File: src/rtl/hse_pkg.sv
// ----------------------------------------------------------------------------
// hse_pkg: shared types and constants for the heap sort engine
// Sequencer state encoding and key width.
// ----------------------------------------------------------------------------
`default_nettype none

package hse_pkg;

    localparam int KEY_W = 32;

    typedef enum logic [3:0] {
        S_LOAD,
        S_NODE,
        S_HOLD,
        S_LEFT,
        S_RIGHT,
        S_CMP,
        S_PUT,
        S_X_ROOT,
        S_X_END,
        S_X_SWAP,
        S_EMIT_RD,
        S_EMIT_LD,
        S_EMIT_WAIT
    } state_t;

endpackage

`default_nettype wire

File: src/rtl/heap_sort_engine_top.sv
// ----------------------------------------------------------------------------
// heap_sort_engine_top: in-place heapsort of signed 32-bit keys
// Loading takes one key per cycle. On the request marked tlast the stored
// keys are heap sorted (max-heap, ascending) in one key memory with one read
// and one write port and registered read, then streamed out in order; m_tlast
// marks the final key. Sorting: each sift-down reads its node, then for each
//   heap level reads both children and compares; each read waits on the
//   registered memory output. Each output key is read, then held until m_tready.
// Reset (aresetn low, synchronous) empties the store and returns to loading.
// ----------------------------------------------------------------------------
`default_nettype none

module heap_sort_engine_top #(
    parameter int DEPTH = 64
) (
    input  wire logic                     aclk,
    input  wire logic                     aresetn,
    input  wire logic                     s_tvalid,
    output logic                          s_tready,
    input  wire logic [hse_pkg::KEY_W-1:0] s_tdata,   // [31:0] key
    input  wire logic                     s_tlast,    // last_item
    output logic                          m_tvalid,
    input  wire logic                     m_tready,
    output logic [hse_pkg::KEY_W-1:0]     m_tdata,    // [31:0] sorted_key
    output logic                          m_tlast     // last_key
);

    import hse_pkg::*;

    localparam int AW = $clog2(DEPTH);
    localparam int CW = $clog2(DEPTH + 1);
    localparam logic [CW-1:0] DEPTH_C = CW'(DEPTH);
    localparam logic [CW-1:0] ONE_C   = CW'(1);

    // key memory
    logic signed [KEY_W-1:0] mem [DEPTH];
    logic signed [KEY_W-1:0] rd_data_reg;
    logic [AW-1:0]           rd_addr;
    logic [AW-1:0]           wr_addr;
    logic signed [KEY_W-1:0] wr_data;
    logic                    wr_en;

    state_t state_reg, state_next;

    logic [CW-1:0] count_reg, count_next;
    logic [CW-1:0] heap_reg, heap_next;
    logic [CW-1:0] pos_reg, pos_next;
    logic [CW-1:0] build_reg, build_next;
    logic [CW-1:0] emit_reg, emit_next;
    logic          right_ok_reg, right_ok_next;
    logic [CW:0]   child_idx_reg, child_idx_next;
    logic signed [KEY_W-1:0] hold_reg, hold_next;
    logic signed [KEY_W-1:0] child_reg, child_next;
    logic [KEY_W-1:0]        out_key_reg, out_key_next;
    logic                    out_last_reg, out_last_next;

    logic          s_fire;
    logic          m_fire;
    logic [CW-1:0] load_n;
    logic [CW:0]   left_idx;
    logic [CW:0]   right_idx;
    logic [CW:0]   heap_ext;
    logic          left_in;
    logic          right_in;
    logic          pick_right;
    logic signed [KEY_W-1:0] big_val;
    logic [CW:0]   big_idx;
    logic [CW-1:0] heap_dec;

    assign s_fire    = s_tvalid && s_tready;
    assign m_fire    = m_tvalid && m_tready;
    assign load_n    = (count_reg < DEPTH_C) ? count_reg + ONE_C : count_reg;
    assign left_idx  = {pos_reg, 1'b0};
    assign right_idx = {pos_reg, 1'b1};
    assign heap_ext  = {1'b0, heap_reg};
    assign left_in   = left_idx <= heap_ext;
    assign right_in  = right_idx <= heap_ext;
    assign pick_right = right_ok_reg && (child_reg < rd_data_reg);
    assign big_val   = pick_right ? rd_data_reg : child_reg;
    assign big_idx   = pick_right ? child_idx_reg + (CW+1)'(1) : child_idx_reg;
    assign heap_dec  = heap_reg - ONE_C;

    assign s_tready = (state_reg == S_LOAD);
    assign m_tvalid = (state_reg == S_EMIT_WAIT);
    assign m_tdata  = out_key_reg;
    assign m_tlast  = out_last_reg;

    always_ff @(posedge aclk) begin
        if (wr_en) begin
            mem[wr_addr] <= wr_data;
        end
        rd_data_reg <= mem[rd_addr];
    end

    // next state
    always_comb begin
        state_next = state_reg;
        case (state_reg)
            S_LOAD: begin
                if (s_fire && s_tlast) begin
                    state_next = (load_n > ONE_C) ? S_NODE : S_EMIT_RD;
                end
            end
            S_NODE:  state_next = S_HOLD;
            S_HOLD:  state_next = S_LEFT;
            S_LEFT:  state_next = left_in ? S_RIGHT : S_PUT;
            S_RIGHT: state_next = S_CMP;
            S_CMP:   state_next = (hold_reg < big_val) ? S_LEFT : S_PUT;
            S_PUT: begin
                if (build_reg > ONE_C) begin
                    state_next = S_NODE;
                end else if (build_reg == ONE_C || heap_reg > ONE_C) begin
                    state_next = S_X_ROOT;
                end else begin
                    state_next = S_EMIT_RD;
                end
            end
            S_X_ROOT:  state_next = S_X_END;
            S_X_END:   state_next = S_X_SWAP;
            S_X_SWAP:  state_next = S_LEFT;
            S_EMIT_RD: state_next = S_EMIT_LD;
            S_EMIT_LD: state_next = S_EMIT_WAIT;
            S_EMIT_WAIT: begin
                if (m_fire) begin
                    state_next = out_last_reg ? S_LOAD : S_EMIT_RD;
                end
            end
            default: state_next = S_LOAD;
        endcase
    end

    // datapath and memory control
    always_comb begin
        count_next     = count_reg;
        heap_next      = heap_reg;
        pos_next       = pos_reg;
        build_next     = build_reg;
        emit_next      = emit_reg;
        right_ok_next  = right_ok_reg;
        child_idx_next = child_idx_reg;
        hold_next      = hold_reg;
        child_next     = child_reg;
        out_key_next   = out_key_reg;
        out_last_next  = out_last_reg;
        rd_addr        = '0;
        wr_addr        = '0;
        wr_data        = hold_reg;
        wr_en          = 1'b0;
        case (state_reg)
            S_LOAD: begin
                wr_addr = count_reg[AW-1:0];
                wr_data = s_tdata;
                if (s_fire) begin
                    // drop keys past a full store
                    wr_en      = count_reg < DEPTH_C;
                    count_next = load_n;
                    if (s_tlast) begin
                        heap_next  = load_n;
                        build_next = load_n >> 1;
                        pos_next   = load_n >> 1;
                        emit_next  = '0;
                    end
                end
            end
            S_NODE: begin
                rd_addr = pos_reg[AW-1:0] - AW'(1);
            end
            S_HOLD: begin
                hold_next = rd_data_reg;
            end
            S_LEFT: begin
                rd_addr = left_idx[AW-1:0] - AW'(1);
            end
            S_RIGHT: begin
                rd_addr        = right_idx[AW-1:0] - AW'(1);
                child_next     = rd_data_reg;
                child_idx_next = left_idx;
                right_ok_next  = right_in;
            end
            S_CMP: begin
                wr_addr = pos_reg[AW-1:0] - AW'(1);
                wr_data = big_val;
                if (hold_reg < big_val) begin
                    // move the larger child up, keep sifting the held key
                    wr_en    = 1'b1;
                    pos_next = big_idx[CW-1:0];
                end
            end
            S_PUT: begin
                wr_addr = pos_reg[AW-1:0] - AW'(1);
                wr_data = hold_reg;
                wr_en   = 1'b1;
                if (build_reg > ONE_C) begin
                    build_next = build_reg - ONE_C;
                    pos_next   = build_reg - ONE_C;
                end else if (build_reg == ONE_C) begin
                    build_next = '0;
                end
            end
            S_X_ROOT: begin
                rd_addr = '0;
            end
            S_X_END: begin
                rd_addr    = heap_dec[AW-1:0];
                child_next = rd_data_reg;
            end
            S_X_SWAP: begin
                // root goes to the heap end, old end key sifts from the root
                wr_addr   = heap_dec[AW-1:0];
                wr_data   = child_reg;
                wr_en     = 1'b1;
                hold_next = rd_data_reg;
                heap_next = heap_dec;
                pos_next  = ONE_C;
            end
            S_EMIT_RD: begin
                rd_addr = emit_reg[AW-1:0];
            end
            S_EMIT_LD: begin
                out_key_next  = rd_data_reg;
                out_last_next = (emit_reg + ONE_C) == count_reg;
            end
            S_EMIT_WAIT: begin
                if (m_fire) begin
                    emit_next = emit_reg + ONE_C;
                    if (out_last_reg) begin
                        count_next = '0;
                        heap_next  = '0;
                    end
                end
            end
            default: begin
                count_next = '0;
            end
        endcase
    end

    always_ff @(posedge aclk) begin
        if (!aresetn) begin
            state_reg    <= S_LOAD;
            count_reg    <= '0;
            heap_reg     <= '0;
            pos_reg      <= '0;
            build_reg    <= '0;
            emit_reg     <= '0;
            right_ok_reg <= 1'b0;
            out_last_reg <= 1'b0;
        end else begin
            state_reg    <= state_next;
            count_reg    <= count_next;
            heap_reg     <= heap_next;
            pos_reg      <= pos_next;
            build_reg    <= build_next;
            emit_reg     <= emit_next;
            right_ok_reg <= right_ok_next;
            out_last_reg <= out_last_next;
        end
    end

    always_ff @(posedge aclk) begin
        child_idx_reg <= child_idx_next;
        hold_reg      <= hold_next;
        child_reg     <= child_next;
        out_key_reg   <= out_key_next;
    end

    a_no_overlap: assert property (@(posedge aclk) disable iff (!aresetn)
        !(s_tready && m_tvalid))
        else $error("load and emit active together");

    a_count_bound: assert property (@(posedge aclk) disable iff (!aresetn)
        count_reg <= DEPTH_C)
        else $error("element count exceeds depth");

    a_heap_bound: assert property (@(posedge aclk) disable iff (!aresetn)
        heap_reg <= count_reg)
        else $error("heap larger than loaded set");

    a_emit_bound: assert property (@(posedge aclk) disable iff (!aresetn)
        m_tvalid |-> emit_reg < count_reg)
        else $error("emit index past loaded set");

    a_last_clears: assert property (@(posedge aclk) disable iff (!aresetn)
        (m_tvalid && m_tready && m_tlast) |=> (s_tready && count_reg == '0))
        else $error("store not emptied after final key");

endmodule

`default_nettype wire
File: config.mk
export PLATFORM = sky130hd
export DESIGN_NAME = heap_sort_engine_top
export DESIGN_NICKNAME = d
export VERILOG_FILES = /design/src/rtl/hse_pkg.sv /design/src/rtl/heap_sort_engine_top.sv
export SDC_FILE = /design/constraint.sdc
export NUM_CORES = 2
export LEC_CHECK = 0
export ABC_AREA = 1
export BUFFER_PORTS_ARGS = -buffer_cell sky130_fd_sc_hd__buf_2
export CORE_UTILIZATION = 47
export CTS_CLUSTER_DIAMETER = 40
export CTS_CLUSTER_SIZE = 30
export DETAILED_ROUTE_END_ITERATION = 12
export GPL_ROUTABILITY_DRIVEN = 1
export GPL_TIMING_DRIVEN = 0
export PLACE_DENSITY = 0.59
export SLEW_MARGIN = 20
export SYNTH_ARGS = -nofsm -noshare
export SYNTH_HDL_FRONTEND = slang
export SYNTH_SLANG_ARGS = --single-unit
File: constraint.sdc
create_clock -name aclk -period 11.3 [get_ports aclk]
set_input_delay 3.39 -clock aclk [delete_from_list [all_inputs] [get_ports aclk]]
set_output_delay 3.39 -clock aclk [all_outputs]
set_load 0.02 [all_outputs]
# Word level (Yosys, flattened, before mapping)
# Memories as Yosys holds them, arrays and structs flattened. A register that Yosys moved wholly into a read port is not among the register bits.
# Index checks and enable logic that the tools add are counted.
# op_classes
bitwise_logic	1
n_reduce_logical	21
n_lt_le_gt_ge	8
n_eq_ne	22
mux	39
n_addsub	8
# ops
operator	count
two-way mux 7 bit	16
one-hot mux 32 bit (3 select lines)	1
< comparator 32 bit	2
one-hot mux 4 bit (12 select lines)	1
one-hot mux 7 bit (3 select lines)	2
two-way mux 32 bit	1
one-hot mux 6 bit (5 select lines)	1
one-hot mux 7 bit (2 select lines)	2
one-hot mux 7 bit (4 select lines)	1
two-way mux 4 bit	6
adder 7 x 1 -> 7 bit (second input constant)	3
> comparator 7 x 1 -> 1 bit (second input constant)	3
== test 4 bit (second input constant)	5
one-hot mux 6 bit (3 select lines)	1
subtractor 6 x 1 -> 6 bit (second input constant)	3
== test 4 x 3 -> 1 bit (second input constant)	4
less-or-equal comparator 8 x 7 -> 1 bit	2
subtractor 7 x 1 -> 7 bit (second input constant)	2
AND reduction 4 bit	3
OR reduction 11 bit	1
inequality test 2 x 1 -> 1 bit (second input constant)	5
AND reduction 5 bit	2
== test 4 x 2 -> 1 bit (second input constant)	2
OR reduction 2 bit	4
other kinds (18)	26
# word_totals
in_bits	37
output_inout_bits	35
ram_bits	2048
mem_count	1
word_cells	112
register_bits	143
# mem_list
name	words	word_bits	read_ports	rd_clocked_by_memory_dff	write_ports	line_no	rtl
mem	64	32	1	1	1	heap_sort_engine_top.sv:36	logic signed [KEY_W-1:0] mem [DEPTH];

# Depth between registers and ports, before layout
# logic_depth
depth_word	8
ltp_mapped	35
depth_no_buf	33

# Least setup slack after synthesis
# Ideal clock, no wire load.
# synth_timing
kind	in2reg
from	input port s_tdata[0] (netlist name)
to	memory mem[0][0], data pin
n_path_buf	0
setup_ns	0.698
required_time_ns	10.602
path_stages	2
t_arrival_ns	4.504
slack_ns	6.098
cell_sequence	nand2_1 > o2111ai_1
# synth_via
elab_chain_cells	1
# synth_rtl
item	line_no	rtl
from (decl)	heap_sort_engine_top.sv:20	input wire logic [hse_pkg::KEY_W-1:0] s_tdata,
one-hot mux 32 bit (3 select lines)	heap_sort_engine_top.sv:149	case (state_reg)
via wr_data[0]	heap_sort_engine_top.sv:40	logic signed [KEY_W-1:0] wr_data;
to (decl)	heap_sort_engine_top.sv:36	
# The timed path passes the listed nets, and every way through them passes these cells.

# Final worst setup path
# layout_timing
from	register rd_data_reg[21] (read register of mem)
to	memory mem[23][8], enable pin
# layout_via
elab_chain_cells	8
# layout_rtl
item	line_no	rtl
from (decl)	heap_sort_engine_top.sv:37	logic signed [KEY_W-1:0] rd_data_reg;
< comparator 32 bit	heap_sort_engine_top.sv:78	assign pick_right = right_ok_reg && (child_reg < rd_data_reg);
logical AND 1 bit	heap_sort_engine_top.sv:78	
two-way mux 32 bit *	heap_sort_engine_top.sv:79	assign big_val = pick_right ? rd_data_reg : child_reg;
< comparator 32 bit *	heap_sort_engine_top.sv:183	if (hold_reg < big_val) begin
two-way mux 1 bit *	heap_sort_engine_top.sv:183	
one-hot mux 1 bit (3 select lines) *	heap_sort_engine_top.sv:149	
two-way mux 1 bit *	heap_sort_engine_top.sv:89	if (wr_en) begin
two-way mux 1 bit (not written as such) *	heap_sort_engine_top.sv:90	mem[wr_addr] <= wr_data;
# Mark *: on every way between the ends. The rest lies on a longest branch, timed or not.

==> run summary <==
num rows: 161
Final WS setup: 4.30 ns
Most Crowded Layer GR: met2
met2 Use GR: 0.501
worst reg2reg path endpoint: mem[23][8]
Slew Viols, Final: 0
initial antenna violation count: 34
Vias/cell: 6.40
Std-Cell Core Area: 0.193 mm²
top cells by area, synth: edfxtp_1, o211ai_1, or2_2
largest net degree at the start of global routing: 33
Synthesized Nets: 6650
largest reg by FF count: mem
startpoint types: flop
Tot GR Track Use: 0.344
H-tree depth: 5
grt ovf: 0
Synth Area in Adders: 0.0104
beginning of the critical path: rd_data_reg[21]
synthesized area per cell: 14.0 µm²
Final min period: 7.00 ns
number of post-CTS setup repair buffers: 0
Register Area: 0.0660 mm²
Iter 0 DRT Violations: 9824
# setup viols final: 0
First-pass DRT Iterations: 6
Worst path max stage delay: 0.60 ns
Worst-Margin Slew: 1.33 ns
first-pass GRT wire length: 467 mm
R2R Path Start: rd_data_reg[21]
Routed Antenna Nets: 0
Initial Util: 0.474
Fmax: 143 MHz
Post-DP HPWL: 237 mm
WL final: 343 mm
CTS Hold Bufs: 0
Final GP Congestion: 1.19
mux share of post-synthesis cell area: 0.0280
Final Skew: 0.0598 ns
post-synth cell types: 46
detailed-route via count: 63200
CTS tree: yes
commonest non-fill, non-tap cell in the layout: edfxtp_1
worst reg2reg setup slack: 4.30 ns
Die H: 443 µm
Worst Path Arrival: 7.62 ns
# fillers: 15200
die area: 0.196 mm²
Tcrit/Tclk final: 0.619
Largest register FFs: 2048
nets@finish: 7199
DP Worst Slack: 4.46 ns
area leader, netlist: edfxtp_1
EDFF count, synth: 2150
number of synthesized register bits: 2223
Worst path top cell family by delay: simple AND/OR/NAND/NOR gates
RSZ-0062 raised after global routing: false
PostCTS Resize Cnt: 0
simple-gate portion of the synthesized area: 0.0936
Synth Area in Compound Gates: 0.116
cell area after synthesis: 0.0915 mm²
Ys Warns: 0
setup TNS: 0 ns
area grow syn2layout: 20.5%
number of remaining DRC errors: 0
Worst EP required: 11.93 ns
final hold vios: 0
Synth async-reset ratio: 0
Critical Path End: mem[23][8]
top_reg_cell synth: edfxtp_1
Hold/Removal Path Class: reg2reg
wire per inst: 34.8 µm
max_cap viols: 0
clock root cell: clkbuf_16
commonest non-fill, non-tap cells in the layout: edfxtp_1, o211ai_1, nor2_1
WS Path Type: reg2reg
Port Buffer Count: 70
Synth top area share: 0.706
Multi-input gate area: 0.0235 mm²
outcome: completed
cells after synthesis: 6537
critical path peak fanout: 17
worst r2r path cells: 26
Buf+Inv Stages, Crit Path: 5
met3 usage in global routing: 0.105
met1 Use GR: 0.463
pwr dens: 353 mW/mm²
worst vdd ir: 199 µV
CP max stage cell: clkbuf_1
clk sinks: 2223
leakage: 0.0372 µW
xor and xnor area share after synthesis: 0.00201
clk slew on worst S/H paths: 0.05 ns
WP depth: 26
sequential share of the synthesized area: 0.722
Top Ports: 72
Num CTS Buffers: 328
Crit. End Element: flop
Clock Latency Late Sink: 0.96 ns
share of cells above drive strength 1: 0.209
vias in the first global route: 59400
die width: 443 µm
Slew headroom: 0.115
largest family of logic cells by synthesized area: compound AO/OA/AOI/OAI gates
clk buf depth: 4
## layout make-up
type | count | share of cell area
timing repair buffer | 219 | 0.0356
buffer | 449 | 0.0171
sequential | 2223 | 0.599
clock inverter | 225 | 0.0219
inverter | 191 | 0.00741
tap | 2526 | 0.0287
multi-input combinational | 3674 | 0.213
clock buffer | 354 | 0.0768
antenna | 10 | 0.000227
## tightest hold or removal path: stages, from the launching register on
cell and delay [ns]:
dfxtp_1 0.31, nand2_1 0.06, a21oi_1 0.06
## cell usage after synthesis, types with 63 or more instances
library cell / instances
o311ai_0: 193
buf_2: 108
o311ai_1: 63
nor2_1: 715
nand2_1: 343
edfxtp_1: 2150
dfxtp_1: 73
nand3_1: 229
ha_1: 76
inv_1: 180
o211ai_1: 769
o21ai_0: 281
mux2i_1: 256
a21oi_1: 98
clkbuf_1: 309
or2_2: 515
## power by group
part | total, µW | internal [µW] | switching, µW
sequential | 11400 | 11100 | 220
combinational | 17400 | 4600 | 12800
clock | 10100 | 6210 | 3930
## stage by stage
stage | instances | total power, µW | instance area, µm² | util | hold WS [ns]
after CTS | 9860 | 38100 | 110000 | 0.571 | 0.484
after global routing | 9862 | 39600 | 110000 | 0.571 | 0.511
final | 9871 | 38900 | 110000 | 0.571 | 0.481
after detailed placement | 9281 | 28000 | 99300 | 0.514 | 0.476
after global placement | 9133 | 26900 | 95000 | 0.492 | 0.470
after floorplan | 6537 | 19000 | 91500 | - | 0.443
## layer usage
layer / vias to the layer above / part of all wire
met4: 14 / 0.060
met5: - / 0.00034
li1: 26300 / -
met1: 31800 / 0.38
met2: 4296 / 0.43
met3: 862 / 0.13
## cells by family after synthesis
kind of cell             Yosys count
flip-flops                      2223
AND/OR/NAND/NOR                 1835
AO/OA/AOI/OAI                   1486
buffers and inverters            640
multiplexers                     256
adder cells (fa/ha/maj)           76
XOR/XNOR                          21
## worst min-delay path by stage
stage,start,endpoint,slack (ns),cells past startpoint
final,emit_reg[6],emit_reg[6],0.48,2
after global routing,emit_reg[6],emit_reg[6],0.51,2
after CTS,emit_reg[6],emit_reg[6],0.48,2
after detailed placement,emit_reg[6],emit_reg[6],0.48,2
after global placement,emit_reg[6],emit_reg[6],0.47,2
after floorplan,rd_data_reg[10],child_reg[10],0.44,0
(Power assumes the default switching activity.)
